[config.mk]
export PLATFORM = sky130hd
export DESIGN_NAME = accel_motion_event_detector
export DESIGN_NICKNAME = d
export VERILOG_FILES = /design/src/rtl/amed_pkg.sv /design/src/rtl/accel_motion_event_detector.sv
export SDC_FILE = /design/constraint.sdc
export NUM_CORES = 1
export LEC_CHECK = 0
export BUFFER_PORTS_ARGS = -buffer_cell sky130_fd_sc_hd__buf_2
export CAP_MARGIN = 20
export CORE_ASPECT_RATIO = 1.4
export CORE_MARGIN = 2
export CORE_UTILIZATION = 25
export DETAILED_ROUTE_END_ITERATION = 12
export HOLD_SLACK_MARGIN = 0.06
export SETUP_SLACK_MARGIN = 0.3
export SLEW_MARGIN = 5
export SYNTH_ARGS = -nofsm -noshare
export SYNTH_HDL_FRONTEND = slang
export SYNTH_SLANG_ARGS = --single-unit
export TNS_END_PERCENT = 10
[constraint.sdc]
create_clock -name clock -period 7.1 [get_ports clock]
set_input_delay 1.42 -clock clock [delete_from_list [all_inputs] [get_ports clock]]
set_output_delay 1.42 -clock clock [all_outputs]
set_load 0.02 [all_outputs]
[src/rtl/amed_pkg.sv]
// Shared types, constants and helper functions for the motion event detector.
package amed_pkg;

   localparam int unsigned SampleWidth = 12;
   localparam int unsigned ByteWidth   = 8;
   localparam int unsigned CsrIndexWidth = 1;
   localparam int unsigned CsrDataWidth  = 2;

   typedef logic signed [SampleWidth-1:0] sample_type;
   typedef logic        [SampleWidth-1:0] delta_type;
   typedef logic        [1:0]             level_type;
   typedef logic        [ByteWidth-1:0]   byte_type;

   // Configuration register indexes
   localparam logic [CsrIndexWidth-1:0] CsrSensorEnabled    = 1'b0;
   localparam logic [CsrIndexWidth-1:0] CsrSensitivityLevel = 1'b1;

   // Sensitivity level codes
   localparam level_type LevelOff    = 2'd0;
   localparam level_type LevelLow    = 2'd1;
   localparam level_type LevelMedium = 2'd2;
   localparam level_type LevelHigh   = 2'd3;

   localparam delta_type LimitOff    = 12'hFFF;
   localparam delta_type LimitLow    = 12'd600;
   localparam delta_type LimitMedium = 12'd400;
   localparam delta_type LimitHigh   = 12'd300;
   localparam delta_type LimitShake  = 12'd120;

   // Decoded result of one request
   typedef struct packed {
      sample_type x_sample;
      sample_type y_sample;
      sample_type z_sample;
      logic       crash_flag;
      logic       shake_flag;
   } result_type;

   // Sample is {high byte, upper nibble of low byte}, two's complement.
   function automatic sample_type decode_sample(input byte_type low_byte,
                                                input byte_type high_byte);
      decode_sample = sample_type'({high_byte, low_byte[7:4]});
   endfunction

   // Exact |a - b|, 0 to 4095.
   function automatic delta_type abs_delta(input sample_type a, input sample_type b);
      logic [SampleWidth:0] diff;
      logic [SampleWidth:0] mag;
      diff = {a[SampleWidth-1], a} - {b[SampleWidth-1], b};
      mag  = diff[SampleWidth] ? (~diff + 1'b1) : diff;
      abs_delta = mag[SampleWidth-1:0];
   endfunction

   function automatic delta_type crash_limit(input level_type level);
      case (level)
         LevelLow:    crash_limit = LimitLow;
         LevelMedium: crash_limit = LimitMedium;
         LevelHigh:   crash_limit = LimitHigh;
         default:     crash_limit = LimitOff;
      endcase
   endfunction

   // True when at least two of the three inputs are set.
   function automatic logic two_of_three(input logic a, input logic b, input logic c);
      two_of_three = (a & b) | (a & c) | (b & c);
   endfunction

endpackage

[src/rtl/accel_motion_event_detector.sv]
// Top level of the accelerometer motion event detector.
// Each request carries the six raw output bytes of a 12-bit three-axis
// accelerometer and yields exactly one response with the decoded signed
// samples plus a crash and a shake flag. Crash is set when two or more axes
// moved by more than the sensitivity threshold (600, 400 or 300 counts; never
// when the level is off); shake is set when two or more axes moved by more
// than 120 counts. Movement is the exact absolute difference to the samples
// stored by the previous request that arrived while the sensor was enabled.
// With the sensor disabled both flags read 0 and the stored samples hold.
// The block is a two-register pipeline: a request register, then one level
// of subtract, absolute value and compare logic, then the response register.
// A request accepted into the request register moves on into the response
// register, which drives rsp_tvalid, once that slot is free or draining.
// One request is taken every cycle as long as the response side keeps up;
// with the response side stalled the block holds at most two requests. The
// stored previous samples are updated in the same edge that moves a request
// into the response register, so a following request sees them at once.
// Write configuration only while no request is in flight.
module accel_motion_event_detector
   import amed_pkg::*;
(
   input  logic                     clock,
   input  logic                     reset,
   // configuration write port
   input  logic                     csr_write_enable,
   input  logic [CsrIndexWidth-1:0] csr_index,
   input  logic [CsrDataWidth-1:0]  csr_data,
   // request channel
   input  logic                     req_tvalid,
   output logic                     req_tready,
   // x_low_byte, x_high_byte, y_low_byte, y_high_byte, z_low_byte, z_high_byte
   input  logic [47:0]              req_tdata,
   // response channel
   output logic                     rsp_tvalid,
   input  logic                     rsp_tready,
   // x_sample, y_sample, z_sample, crash_flag, shake_flag, 2 zero pad bits
   output logic [39:0]              rsp_tdata
);

   // Configuration registers
   logic      enabled_ff, enabled_in;
   level_type level_ff, level_in;

   // Request register
   logic        req_valid_ff, req_valid_in;
   logic [47:0] req_data_ff, req_data_in;

   // Response register
   logic       rsp_valid_ff, rsp_valid_in;
   result_type rsp_ff, rsp_in;

   // Stored samples from the last enabled request
   sample_type prev_x_ff, prev_x_in;
   sample_type prev_y_ff, prev_y_in;
   sample_type prev_z_ff, prev_z_in;

   logic       advance;
   sample_type x_cur, y_cur, z_cur;
   delta_type  dx, dy, dz, limit;
   logic       crash, shake;

   // Move the held request forward when the response slot is free or draining.
   assign advance    = req_valid_ff & (~rsp_valid_ff | rsp_tready);
   assign req_tready = ~req_valid_ff | advance;

   // Decode and compare
   always_comb begin
      x_cur = decode_sample(req_data_ff[7:0],   req_data_ff[15:8]);
      y_cur = decode_sample(req_data_ff[23:16], req_data_ff[31:24]);
      z_cur = decode_sample(req_data_ff[39:32], req_data_ff[47:40]);
      dx    = abs_delta(x_cur, prev_x_ff);
      dy    = abs_delta(y_cur, prev_y_ff);
      dz    = abs_delta(z_cur, prev_z_ff);
      limit = crash_limit(level_ff);
      crash = enabled_ff & (level_ff != LevelOff)
            & two_of_three(dx > limit, dy > limit, dz > limit);
      shake = enabled_ff
            & two_of_three(dx > LimitShake, dy > LimitShake, dz > LimitShake);
   end

   // Next-state logic
   always_comb begin
      enabled_in   = enabled_ff;
      level_in     = level_ff;
      req_valid_in = req_valid_ff;
      req_data_in  = req_data_ff;
      rsp_valid_in = rsp_valid_ff;
      rsp_in       = rsp_ff;
      prev_x_in    = prev_x_ff;
      prev_y_in    = prev_y_ff;
      prev_z_in    = prev_z_ff;

      if (csr_write_enable) begin
         case (csr_index)
            CsrSensorEnabled:    enabled_in = csr_data[0];
            CsrSensitivityLevel: level_in   = csr_data[1:0];
            default: ;
         endcase
      end

      // drain the response, then refill from the request register
      if (rsp_valid_ff & rsp_tready) begin
         rsp_valid_in = 1'b0;
      end
      if (advance) begin
         rsp_valid_in       = 1'b1;
         rsp_in.x_sample    = x_cur;
         rsp_in.y_sample    = y_cur;
         rsp_in.z_sample    = z_cur;
         rsp_in.crash_flag  = crash;
         rsp_in.shake_flag  = shake;
         req_valid_in       = 1'b0;
         if (enabled_ff) begin
            prev_x_in = x_cur;
            prev_y_in = y_cur;
            prev_z_in = z_cur;
         end
      end

      // take a new request
      if (req_tvalid & req_tready) begin
         req_valid_in = 1'b1;
         req_data_in  = req_tdata;
      end
   end

   always_ff @(posedge clock) begin
      if (reset) begin
         enabled_ff   <= 1'b0;
         level_ff     <= LevelOff;
         req_valid_ff <= 1'b0;
         rsp_valid_ff <= 1'b0;
         prev_x_ff    <= '0;
         prev_y_ff    <= '0;
         prev_z_ff    <= '0;
      end else begin
         enabled_ff   <= enabled_in;
         level_ff     <= level_in;
         req_valid_ff <= req_valid_in;
         rsp_valid_ff <= rsp_valid_in;
         prev_x_ff    <= prev_x_in;
         prev_y_ff    <= prev_y_in;
         prev_z_ff    <= prev_z_in;
      end
   end

   // Payload registers need no reset
   always_ff @(posedge clock) begin
      req_data_ff <= req_data_in;
      rsp_ff      <= rsp_in;
   end

   assign rsp_tvalid = rsp_valid_ff;
   assign rsp_tdata  = {2'b00, rsp_ff.shake_flag, rsp_ff.crash_flag,
                        rsp_ff.z_sample, rsp_ff.y_sample, rsp_ff.x_sample};

   // A flagged response needs the sensor enabled; crash also needs a level.
   a_flags_need_enable: assert property (@(posedge clock) disable iff (reset)
      rsp_valid_ff & (rsp_ff.crash_flag | rsp_ff.shake_flag) |-> enabled_ff)
      else $error("motion flag raised while sensor disabled");

   a_crash_needs_level: assert property (@(posedge clock) disable iff (reset)
      rsp_valid_ff & rsp_ff.crash_flag |-> level_ff != LevelOff)
      else $error("crash flag raised with sensitivity off");

   // An enabled request that moves forward leaves its samples as the new history.
   a_history_update: assert property (@(posedge clock) disable iff (reset)
      advance & enabled_ff |=> prev_x_ff == rsp_ff.x_sample
                             && prev_y_ff == rsp_ff.y_sample
                             && prev_z_ff == rsp_ff.z_sample)
      else $error("stored samples do not match forwarded response");

   // Back-pressure on requests only while a request is held.
   a_ready_when_empty: assert property (@(posedge clock) disable iff (reset)
      !req_tready |-> req_valid_ff & rsp_valid_ff & !rsp_tready)
      else $error("request side stalled without a held request");

endmodule
==> impl_results.md <==
* Outcome: finished, final reports clean
* TNS Setup at 0 ns
* ANT cells at 0
* Routed WL at about 18 mm
* PwrDens at roughly 230 nW/µm²
* Final Cell Area at about 9200 µm²
* Hold Crit Class: reg2reg
* Clk root buf: clkbuf_16
* CTS sink cnt at approximately 120
* H-tree lvl count at 4
* Simple-gate share of the synthesized area at 0.1841
* Global-route wire length before repair at between 20 and 30 mm
* Post-synthesis mux area share at 0.009751
* Chip Height at ~210 µm
* Die width at approximately 150 µm
* Initial antenna violation count at 0
* DR vias/cell at between 4 and 5
* Initial DRC Count at between 200 and 300
* Slowest-stage cell, CP: a2111oi_0
* Largest family of logic cells by synthesized area: simple AND/OR/NAND/NOR gates
* Resized Gates After CTS at 0
* Avg Cell Area, Syn at around 9.3 µm²
* TritonCTS Buffers at 17
* Setup Buffers After CTS at 0
* Synth top area cells: edfxtp_1 (29%), ha_1 (13%), dfxtp_1 (11%), nand2_1 (5.2%), a21oi_1 (5.0%)
* Mapped Area at 7699 µm²
* Compound-cell area share of the yosys netlist at 0.1739
* Slew headroom at 0.3387
* Crit-path max FO at 7
* Ratio of cells with drive above 1 in the final layout at 0.1470
* Post-synth cell types at 74
* Final Cycle Share at 0.7727
* Fin crit period at 5.486 ns
* Share of the synthesized area in the top cell type at 0.2886
* CP required at between 7 and 8 ns
* Vias in the first global route at ~6200
* EDFF count, synth at 74
* Port bufs at 83
* CTS tree: built
* Setup Viol. Count Final at 0
* Area grow syn2layout at 19.52%
* Worst path cell trace: inv_1, ha_1, fa_1, nand2b_1, a21oi_1, nor4_1, a311oi_2, nand3b_1, a2111oi_0, o21ai_0, and3_1, a221oi_1, ha_1, nand4_1, nor2_1, a2111oi_0, nor2_1, maj3_1, and3_1
* Leakage at about 3.6 nW
* Crit path arrival time at 5.68 ns
* Post-CTS Hold Buffers at 0
* Fill cell count at 3161
* Mapped Cells at about 800
* Area leader, netlist: edfxtp_1
* Worst skew pair latency at ~0.43 ns
* Setup crit start kind: register
* Largest net degree at the start of global routing at between 40 and 50
* Overflow after GRT at 0
* Routability cong. at about 0.81
* Register area share after synthesis at 0.3953
* Routed Antenna Nets at 0
* Standard-cell rows at 76
* Starting Density at 0.2522
* Asr flop ratio synth at 0
* Slew Limit Fails at 0
* Peak supply drop at ~0.00015 V
* Crit path kind: reg2reg
* YS warnings at 0
* Max Fclk at between 0.15 and 0.2 GHz
* Critical path's top delay family: compound AO/OA/AOI/OAI gates
* Top FF cell, synth: edfxtp_1
* GRT Util Overall at 0.1155
* Detailed Place HPWL at roughly 13 mm
* Hold slack at between 0.4 and 0.5 ns
* Core area at around 31000 µm²
* Routed len/inst at approximately 14 µm
* Max-cap viol count at 0
* Placed cell area at 8559 µm²
* NumNets Final at 1051
* DR pass1 iterations at 4
* Clock skew at 0.009274 ns
* Synth Area in XOR/XNOR at 0.06127
* Critical Path Max Stage Delay at approximately 0.53 ns
* Final Hold Viols at 0
* CP Buf/Inv Count at 1
* FF/Latch Area at between 3000 and 4000 µm²
* Die ar. at between 30000 and 40000 µm²
* Worst slew pin tran at roughly 1 ns
* Clock slew at reported path FFs at 0.05 ns
* CP Capture Type: register
* I/O pin cnt at ~100
* FF+latch count, synth at ~120
* Vias at around 6100
* Area taken by multi-input logic gates at 4373 µm²
* RSZ-0062 raised after global routing: no
* Clk buf depth at 2
* DRC errors left at 0
* Adder-Cell Fraction of Synth Area at 0.1375
-- Yosys cell counts, types with 6 or more instances --
cell type	count
nor2_1	53
a21o_1	19
nor3_1	20
edfxtp_1	74
nand4_1	12
and2_1	9
xor2_1	23
o21ai_0	27
nand3_1	14
and3_1	13
o31ai_1	6
nor2b_1	16
inv_1	58
xnor2_1	29
o211ai_1	8
dfxtp_1	41
nand2b_1	8
nand2_1	106
o21a_1	8
a21oi_1	77
ha_1	79
nand3b_1	6
clkbuf_1	14
-- sequential cells by signal (all words and copies together) (netlist names) --
| register | count |
|---|---|
| prev_x_ff | 12 |
| rsp_tvalid | 1 |
| req_valid_ff | 1 |
| req_data_ff | 36 |
| prev_z_ff | 12 |
| prev_y_ff | 12 |
| level_ff | 2 |
| rsp_tdata | 38 |
| enabled_ff | 1 |
-- path summary, 6_finish.rpt --
kind | start | end | depth (start not counted) | slack [ns]
worst max-delay path | req_data_ff[4] | rsp_tdata[36] | 19 | 1.61
worst min-delay path | prev_y_ff[2] | prev_y_ff[2] | 2 | 0.45
worst max register to register | req_data_ff[4] | rsp_tdata[36] | 19 | 1.61
worst min register to register | prev_y_ff[2] | prev_y_ff[2] | 2 | 0.45
-- kinds of logic (layout without fill, tap and decap cells) --
logic type               Yosys count  in the layout
AND/OR/NAND/NOR                  289            289
AO/OA/AOI/OAI                    201            201
flip-flops                       115            115
adder cells (fa/ha/maj)           83             83
buffers and inverters             75            175
XOR/XNOR                          53             53
multiplexers                       7              7
other                              1              2
-- metrics by stage --
step,instances,utilization,worst slack (ns),total power (W)
5_1_grt,1315,0.3014,1.184,0.002234
3_3_place_gp,1284,0.2804,1.642,0.001178
6_report,1315,0.3014,1.614,0.002112
3_5_place_dp,1284,0.2804,1.601,0.001187
2_1_floorplan,825,-,2.310,0.001085
4_1_cts,1315,0.3014,1.588,0.002157
-- per-layer routing --
layer | track usage | wire (µm)
met1 | 0.1208 | 7378
met4 | 0.05865 | 487
met2 | 0.2136 | 9437
met5 | 0 | 0
met3 | 0.02907 | 585
-- layout by cell type (no fill, tap or decap), types with 7 or more instances in the layout --
cell type and instances:
edfxtp_1 74, and3_1 12, nand2b_1 8, xnor2_1 29
nor2_1 53, nand3_1 14, nand2_1 106, a21oi_1 77
ha_1 79, and2_1 7, buf_2 83, nand4_1 12
dfxtp_1 41, o211ai_1 8, inv_1 58, xor2_1 23
o21ai_0 27, a21o_1 19, o21a_1 8, clkbuf_16 17
nor3_1 20, nor2b_1 16
-- report_power, final --
group	switching, W	internal [W]	leakage, nW
Clock	0.000304	0.000636	0.313
Combinational	0.000243	0.000169	2.25
Sequential	0.0000164	0.000743	1.04
Total	0.000564	0.00155	3.61
-- final cells by class --
type / instances / share of cell area
Inverter: 58 / 0.02366
Tap cell: 390 / 0.05303
Multi-Input combinational cell: 635 / 0.4753
Sequential cell: 115 / 0.3307
Clock buffer: 21 / 0.05004
Timing Repair Buffer: 86 / 0.04759
Clock inverter: 10 / 0.01972
-- worst min-delay path, stage by stage, from the launching register on --
cell and delay, ns:
dfxtp_1 0.30, nand2_1 0.05, a21oi_1 0.05
Power figures use the tool's default switching activity.
